`config.mk`:
```
export PLATFORM = sky130hd
export DESIGN_NAME = sha256_message_hasher
export DESIGN_NICKNAME = d
export VERILOG_FILES = /design/src/rtl/core/sha256_pkg.sv /design/src/rtl/core/sha256_message_hasher.sv /design/src/rtl/core/sha256_round.sv
export VERILOG_INCLUDE_DIRS = /design/src /design/src/rtl/core
export SDC_FILE = /design/constraint.sdc
export NUM_CORES = 2
export LEC_CHECK = 0
export BUFFER_PORTS_ARGS = -buffer_cell sky130_fd_sc_hd__buf_2
export CELL_PAD_IN_SITES_DETAIL_PLACEMENT = 1
export CELL_PAD_IN_SITES_GLOBAL_PLACEMENT = 1
export CORE_MARGIN = 2
export CORE_UTILIZATION = 50
export DETAILED_ROUTE_END_ITERATION = 8
export PLACE_DENSITY = 0.83
export SYNTH_ARGS = -nofsm -noshare
export SYNTH_HDL_FRONTEND = slang
export SYNTH_HIERARCHICAL = 1
export SYNTH_SLANG_ARGS = --single-unit
```
`constraint.sdc`:
```
create_clock -name i_clk -period 13.05 [get_ports i_clk]
set_clock_uncertainty 0.1 [all_clocks]
set_input_delay 0.6525 -clock i_clk [delete_from_list [all_inputs] [get_ports i_clk]]
set_output_delay 0.6525 -clock i_clk [all_outputs]
set_load 0.01 [all_outputs]
```
`src/rtl/core/sha256_message_hasher_assert.svh`:
```
// Assertion macros for the SHA-256 message hasher.
`ifndef SHA256_MESSAGE_HASHER_ASSERT_SVH
`define SHA256_MESSAGE_HASHER_ASSERT_SVH
// Implication checked on every rising clock edge outside reset.
`define SHA_ASSERT_IMP(label, clk, rst_n, ante, cons, msg) \
    label: assert property (@(posedge clk) disable iff (!rst_n) (ante) |-> (cons)) \
        else $error(msg);
// Next-cycle implication.
`define SHA_ASSERT_NXT(label, clk, rst_n, ante, cons, msg) \
    label: assert property (@(posedge clk) disable iff (!rst_n) (ante) |=> (cons)) \
        else $error(msg);
`endif

```
`src/rtl/core/sha256_pkg.sv`:
```
`timescale 1ns / 1ps
// ----------------------------------------------------------------------------
// SHA-256 package
// Constants, round function helpers and sequencer state type.
// ----------------------------------------------------------------------------
package sha256_pkg;

    localparam int unsigned WordW  = 32;
    localparam int unsigned CountW = 61;
    localparam int unsigned Rounds = 64;

    typedef logic [WordW-1:0] t_word;

    typedef enum logic [2:0] {
        S_IDLE,
        S_ROUND,
        S_FINAL,
        S_PAD,
        S_EMIT
    } t_state;

    function automatic t_word iv_word(input logic [2:0] idx);
        t_word r;
        unique case (idx)
            3'd0: r = 32'h6a09e667;
            3'd1: r = 32'hbb67ae85;
            3'd2: r = 32'h3c6ef372;
            3'd3: r = 32'ha54ff53a;
            3'd4: r = 32'h510e527f;
            3'd5: r = 32'h9b05688c;
            3'd6: r = 32'h1f83d9ab;
            default: r = 32'h5be0cd19;
        endcase
        return r;
    endfunction

    localparam t_word RoundK [Rounds] = '{
        32'h428a2f98, 32'h71374491, 32'hb5c0fbcf, 32'he9b5dba5,
        32'h3956c25b, 32'h59f111f1, 32'h923f82a4, 32'hab1c5ed5,
        32'hd807aa98, 32'h12835b01, 32'h243185be, 32'h550c7dc3,
        32'h72be5d74, 32'h80deb1fe, 32'h9bdc06a7, 32'hc19bf174,
        32'he49b69c1, 32'hefbe4786, 32'h0fc19dc6, 32'h240ca1cc,
        32'h2de92c6f, 32'h4a7484aa, 32'h5cb0a9dc, 32'h76f988da,
        32'h983e5152, 32'ha831c66d, 32'hb00327c8, 32'hbf597fc7,
        32'hc6e00bf3, 32'hd5a79147, 32'h06ca6351, 32'h14292967,
        32'h27b70a85, 32'h2e1b2138, 32'h4d2c6dfc, 32'h53380d13,
        32'h650a7354, 32'h766a0abb, 32'h81c2c92e, 32'h92722c85,
        32'ha2bfe8a1, 32'ha81a664b, 32'hc24b8b70, 32'hc76c51a3,
        32'hd192e819, 32'hd6990624, 32'hf40e3585, 32'h106aa070,
        32'h19a4c116, 32'h1e376c08, 32'h2748774c, 32'h34b0bcb5,
        32'h391c0cb3, 32'h4ed8aa4a, 32'h5b9cca4f, 32'h682e6ff3,
        32'h748f82ee, 32'h78a5636f, 32'h84c87814, 32'h8cc70208,
        32'h90befffa, 32'ha4506ceb, 32'hbef9a3f7, 32'hc67178f2
    };

    function automatic t_word rotr(input t_word x, input int unsigned n);
        return (x >> n) | (x << (WordW - n));
    endfunction

endpackage

```
`src/rtl/core/sha256_message_hasher.sv`:
```
`timescale 1ns / 1ps
// A byte that does not fill a block is taken while idle; a 64th byte
//   starts compression: 64 rounds in the one shared round unit, then a fold.
// A message end takes one or two block compressions, then 8 output items.
// Bytes are accepted only while idle, not during compression or digest output.
// Reset: i_rst_n synchronous active low; chain value to IV, count to zero.
// ----------------------------------------------------------------------------
// SHA-256 message hasher
// Byte-serial front end, one round per cycle compression, digest output.
// ----------------------------------------------------------------------------
module sha256_message_hasher (
    input  logic        i_clk,
    input  logic        i_rst_n,
    input  logic        s_axis_tvalid,
    output logic        s_axis_tready,
    input  logic [15:0] s_axis_tdata,  // [7:0] data_byte, [8] byte_valid, [15:9] zero
    input  logic        s_axis_tlast,  // message_end
    output logic        m_axis_tvalid,
    input  logic        m_axis_tready,
    output logic [31:0] m_axis_tdata,  // [31:0] digest_word
    output logic        m_axis_tlast   // digest_last
);
    import sha256_pkg::*;
    `include "sha256_message_hasher_assert.svh"

    t_state r_state, n_state;
    t_word  r_h [8];          // chaining value
    t_word  r_v [8];          // working variables
    t_word  r_w [16];         // block words, then schedule window
    logic [CountW-1:0] r_cnt;
    logic [5:0] r_rnd;
    logic [2:0] r_oidx;
    logic       r_end;        // message end pending after current block
    logic       r_pad2;       // second padding block still needed
    logic       r_padded;     // padding of the ending message has begun
    t_word  rv_n [8];
    t_word  rw_n [16];

    logic acc, ins;
    logic [5:0] pos;

    sha256_round u_round (
        .i_v(r_v), .i_w(r_w), .i_round(r_rnd), .o_v(rv_n), .o_w(rw_n)
    );

    assign acc = s_axis_tvalid && s_axis_tready;
    assign ins = s_axis_tdata[8];
    assign pos = r_cnt[5:0];

    // next state
    always_comb begin
        n_state = r_state;
        unique case (r_state)
            S_IDLE: begin
                if (acc) begin
                    if (ins && pos == 6'd63) n_state = S_ROUND;
                    else if (s_axis_tlast) n_state = S_PAD;
                end
            end
            S_ROUND: if (r_rnd == 6'd63) n_state = S_FINAL;
            S_FINAL: begin
                // a block filled by the ending byte still needs its padding block
                if (r_pad2) n_state = S_PAD;
                else if (r_end) n_state = r_padded ? S_EMIT : S_PAD;
                else n_state = S_IDLE;
            end
            S_PAD:  n_state = S_ROUND;
            S_EMIT: if (m_axis_tready && r_oidx == 3'd7) n_state = S_IDLE;
            default: n_state = S_IDLE;
        endcase
    end

    // outputs
    always_comb begin
        s_axis_tready = (r_state == S_IDLE);
        m_axis_tvalid = (r_state == S_EMIT);
        m_axis_tdata  = r_h[r_oidx];
        m_axis_tlast  = (r_oidx == 3'd7);
    end

    always_ff @(posedge i_clk) begin
        if (!i_rst_n) begin
            r_state  <= S_IDLE;
            r_cnt    <= '0;
            r_rnd    <= '0;
            r_oidx   <= '0;
            r_end    <= 1'b0;
            r_pad2   <= 1'b0;
            r_padded <= 1'b0;
            for (int i = 0; i < 8; i++) r_h[i] <= iv_word(3'(i));
        end else begin
            r_state <= n_state;
            unique case (r_state)
                S_IDLE: begin
                    if (acc) begin
                        if (ins) begin
                            r_w[pos[5:2]][8*(3-pos[1:0]) +: 8] <= s_axis_tdata[7:0];
                            r_cnt <= r_cnt + 1'b1;
                        end
                        r_end    <= s_axis_tlast;
                        r_pad2   <= 1'b0;
                        r_padded <= 1'b0;
                        r_rnd    <= '0;
                        r_v      <= r_h;
                    end
                end
                S_ROUND: begin
                    r_v   <= rv_n;
                    r_w   <= rw_n;
                    r_rnd <= r_rnd + 1'b1;
                end
                S_FINAL: begin
                    for (int i = 0; i < 8; i++) r_h[i] <= r_h[i] + r_v[i];
                    r_oidx <= '0;
                end
                S_PAD: begin
                    // pad the open block (first) or build a zero block with the length (second)
                    if (!r_pad2) begin
                        for (int i = 0; i < 16; i++) begin
                            for (int b = 0; b < 4; b++) begin
                                if (6'(4*i+b) == pos)
                                    r_w[i][8*(3-b) +: 8] <= 8'h80;
                                else if (6'(4*i+b) > pos)
                                    r_w[i][8*(3-b) +: 8] <= 8'h00;
                            end
                        end
                        if (pos >= 6'd56) r_pad2 <= 1'b1;
                        else begin
                            r_w[14] <= {r_cnt[CountW-1:29]};
                            r_w[15] <= {r_cnt[28:0], 3'b000};
                        end
                    end else begin
                        for (int i = 0; i < 14; i++) r_w[i] <= '0;
                        r_w[14] <= {r_cnt[CountW-1:29]};
                        r_w[15] <= {r_cnt[28:0], 3'b000};
                        r_pad2  <= 1'b0;
                    end
                    r_padded <= 1'b1;
                    r_v      <= r_h;
                    r_rnd    <= '0;
                end
                S_EMIT: begin
                    if (m_axis_tready) begin
                        r_oidx <= r_oidx + 1'b1;
                        if (r_oidx == 3'd7) begin
                            for (int i = 0; i < 8; i++) r_h[i] <= iv_word(3'(i));
                            r_cnt <= '0;
                            r_end <= 1'b0;
                        end
                    end
                end
                default: ;
            endcase
        end
    end

    `SHA_ASSERT_IMP(a_no_acc_busy, i_clk, i_rst_n, r_state != S_IDLE, !s_axis_tready,
        "ready while busy")
    `SHA_ASSERT_NXT(a_round_adv, i_clk, i_rst_n, r_state == S_ROUND && r_rnd != 6'd63,
        r_state == S_ROUND, "round sequence broken")
    `SHA_ASSERT_IMP(a_emit_end, i_clk, i_rst_n, r_state == S_EMIT, r_end,
        "digest without message end")
    `SHA_ASSERT_NXT(a_last_done, i_clk, i_rst_n,
        m_axis_tvalid && m_axis_tready && m_axis_tlast,
        r_state == S_IDLE && r_cnt == '0, "no restart after digest")

endmodule

```
`src/rtl/core/sha256_round.sv`:
```
`timescale 1ns / 1ps
// ----------------------------------------------------------------------------
// SHA-256 round unit
// One compression round plus one message schedule step per cycle over a
// sliding 16-word window.
// ----------------------------------------------------------------------------
module sha256_round (
    input  sha256_pkg::t_word i_v [8],
    input  sha256_pkg::t_word i_w [16],
    input  logic [5:0]        i_round,
    output sha256_pkg::t_word o_v [8],
    output sha256_pkg::t_word o_w [16]
);
    import sha256_pkg::*;

    t_word t1, t2, s0, s1, wn;

    always_comb begin
        t1 = i_v[7] + (rotr(i_v[4], 6) ^ rotr(i_v[4], 11) ^ rotr(i_v[4], 25))
           + ((i_v[4] & i_v[5]) ^ (~i_v[4] & i_v[6])) + RoundK[i_round] + i_w[0];
        t2 = (rotr(i_v[0], 2) ^ rotr(i_v[0], 13) ^ rotr(i_v[0], 22))
           + ((i_v[0] & i_v[1]) ^ (i_v[0] & i_v[2]) ^ (i_v[1] & i_v[2]));
        o_v[0] = t1 + t2;
        o_v[1] = i_v[0];
        o_v[2] = i_v[1];
        o_v[3] = i_v[2];
        o_v[4] = i_v[3] + t1;
        o_v[5] = i_v[4];
        o_v[6] = i_v[5];
        o_v[7] = i_v[6];
        // next schedule word w[t+16]
        s0 = rotr(i_w[1], 7) ^ rotr(i_w[1], 18) ^ (i_w[1] >> 3);
        s1 = rotr(i_w[14], 17) ^ rotr(i_w[14], 19) ^ (i_w[14] >> 10);
        wn = s1 + i_w[9] + s0 + i_w[0];
        for (int i = 0; i < 15; i++) o_w[i] = i_w[i+1];
        o_w[15] = wn;
    end
endmodule
```
==> metrics.yaml <==
detailed_routing:
  route.detailed.drc: 0
  drt_iter0_drc: 7545
  vias: 65694
  viasPerCell: 6.64
  ant_nets: 0
  wl_mm: 300
  drt-pass1-iter-count: 5
  wl_per_cell_um: 30.4
clock_tree:
  htreeDepth: 4
  cts_root_buffer: "clkbuf_16"
  post_cts_buffers: 0
  postCtsHoldBufs: 0
  post_cts_resize_count: 0
  worstSkewPairLatency_ps: 810
  clock_path_buffers: 3
  clkSinkCount: 1100
  cts_tree: "yes"
  clk_pin_slew_ps: 60
  cts_buffers: 135
sta:
  setup_tns_ps: 0
  setup-violations-final: 0
  rsz0062_at_grt: "false"
  period_minus_slack_ps: 11020
  slew_violations: 0
  finalHoldViolations: 0
  slew-limit-headroom_pct: 7.57
  worstMarginPinSlew_ps: 1390
  post-route-period-util_pct: 84.5
  max_freq_mhz: 90.7
critical_path:
  r2r_end: "r_v[255]$_DFFE_PP_"
  max_stage_delay_ps: 730
  r2r_cells: 38
  startpoint: "r_rnd[2]$_SDFFE_PN0P_"
  regToRegSetupSlack_ps: 2030
  start_kind: "flop"
  cp_max_fo: 42
  slowest_stage: "clkinv_1"
  arrival_ps: 11490
  timing_worst_setup_path_type: "flop to flop"
  worstSetupEndpointType: "flop"
  r2r_start: "r_rnd[2]$_SDFFE_PN0P_"
  worst-endpoint-required_ps: 13520
place:
  dp.cells: 9635
  gp_congestion: 0.984
  hpwlAfterDp_mm: 219
  io_buffers: 48
floorplan:
  core_area_sq_mm: 0.160
  die-area_sq_mm: 0.164
  ios: 56
  num_rows: 147
  start_util_pct: 50.2
  die_y_um: 405
  die_w_um: 405
logic_synthesis:
  synthSimpleGateAreaFrac_pct: 11.3
  yosysMostFrequentCell: "nand2_1"
  ys_top_cells_by_count: "nand2_1, o21ai_0, edfxtp_1"
  yosys-top-cells-area: "edfxtp_1, dfxtp_1, buf_4"
  synth_seq_cells: 1100
  synthCells: 8441
  synth_area_sq_mm: 0.0803
  synth_top_area_share_pct: 28.7
  synthFlopType: "edfxtp_1"
  synth_edf_count: 768
  synth_compound_area_share_pct: 17.2
  yosysWarningCount: 6
  synth_top_family_by_area: "compound AO/OA/AOI/OAI gates"
  synth_top_area_cell: "edfxtp_1"
  synth-adder-area-share_pct: 11.2
  synthArstFlopShare_pct: 0
  synthMuxAreaShare_pct: 6.58
  synth_fp_nets: 9055
  netlist-cell-type-count: 99
  yosysSeqAreaShare_pct: 37.0
  syn_area_per_cell_sq_um: 9.52
  synth_xor_area_share_pct: 6.87
global_route:
  grt_max_degree: 124
  grt_pass1_vias: 66377
  grt_first_pass_wirelength_mm: 439
  grtUsageTotal_pct: 35.9
  grt_antenna_before_repair: 11
  gr-total-overflow: 0
cells_and_area:
  area_growth_syn_to_layout_pct: 2.43
  fill_cells: 17802
  drive_above_1_share_pct: 10.3
  multi_input_comb_area_sq_mm: 0.0428
  fin_util_pct: 51.4
  nNetsFinal: 8303
  register_area_sq_mm: 0.0297
  stdcell_count: 9892
outcome:
  outcome: "complete, no violations"
min_path:
  hold_start: "m_axis_tready"
  min_to: "r_oidx[1]$_SDFFE_PN0P_"
  hold-path-cell-count: 3
  hp-class: "primary input to flop"
flow_run:
  maxCapViolCount: 0
-- cells by family (layout without fill, tap and decap cells) --
family / count (synthesis) / in the layout
flip-flops: 1100 / 1100
XOR/XNOR: 630 / 630
AND/OR/NAND/NOR: 2034 / 2034
AO/OA/AOI/OAI: 2232 / 2232
other: 0 / 5
adder cells (fa/ha/maj): 602 / 602
multiplexers: 404 / 404
buffers and inverters: 1439 / 799
-- cell usage in the layout, fill, tap and decap left out, types with 84 or more instances in the layout --
cell type | synthesis | routed
fa_1 | 195 | 195
nand3_1 | 128 | 128
nor2_1 | 398 | 393
inv_1 | 395 | 395
ha_1 | 398 | 398
xor2_1 | 254 | 254
a21oi_1 | 449 | 447
buf_4 | 672 | 100
xnor2_1 | 376 | 376
dfxtp_1 | 332 | 325
edfxtp_1 | 768 | 768
nand2_1 | 994 | 989
o21ai_0 | 816 | 816
nor3_1 | 85 | 85
mux2_2 | 309 | 309
a211oi_1 | 85 | 84
clkbuf_16 | 0 | 141
o22ai_1 | 87 | 87
a22oi_1 | 116 | 116
a21o_1 | 182 | 182
nor2b_1 | 121 | 121
-- worst max-delay path: cells and delay by family (launching register included) --
kind / cells / cell delay [ps]
adders and majority gates: 7 / 3060
xor gates and xnor gates: 2 / 350
DFF: 1 / 630
muxes: 2 / 520
AOI/OAI and AO/OA: 13 / 3240
and+or+nand+nor: 5 / 830
buffers and inverters: 9 / 2030
-- cell type report --
class | count | area share [%]
Antenna cell | 5 | 0.0152
Clock buffer | 180 | 4.59
Clock inverter | 69 | 1.03
Inverter | 398 | 1.82
Multi-Input combinational cell | 5902 | 52.0
Sequential cell | 1100 | 36.1
Tap cell | 2086 | 3.17
Timing Repair Buffer | 152 | 1.25
-- how the worst max path moves through the flow --
stage | cells past startpoint | end | slack, ps
2_1_floorplan | 8 | flop | 2740
3_3_place_gp | 38 | r_v[255]$_DFFE_PP_ | 2390
3_5_place_dp | 38 | r_v[255]$_DFFE_PP_ | 2320
4_1_cts | 38 | r_v[255]$_DFFE_PP_ | 2280
5_1_grt | 38 | r_v[255]$_DFFE_PP_ | 1540
6_report | 38 | r_v[255]$_DFFE_PP_ | 2030
-- per-stage QoR --
| step | setup WS (ps) | instance area (sq um) | hold slack (ps) |
|---|---|---|---|
| after floorplan | 2740 | 80300 | 343 |
| after global placement | 2390 | 77600 | 362 |
| after detailed placement | 2320 | 77600 | 384 |
| after CTS | 2280 | 82300 | 73.6 |
| after global routing | 1540 | 82300 | 100 |
| final | 2030 | 82300 | 93.4 |
-- routing by layer --
metal / track usage [%] / up-vias / routed length [um]
li1: - / 28038 / -
met1: 47.5 / 33427 / 121000
met2: 56.1 / 3423 / 135000
met3: 7.17 / 796 / 27900
met4: 17.6 / 10 / 16400
met5: 0 / - / 57
Power is not shown: default switching activity piles up to over one toggle a cycle in this logic, so the estimate is an artifact.
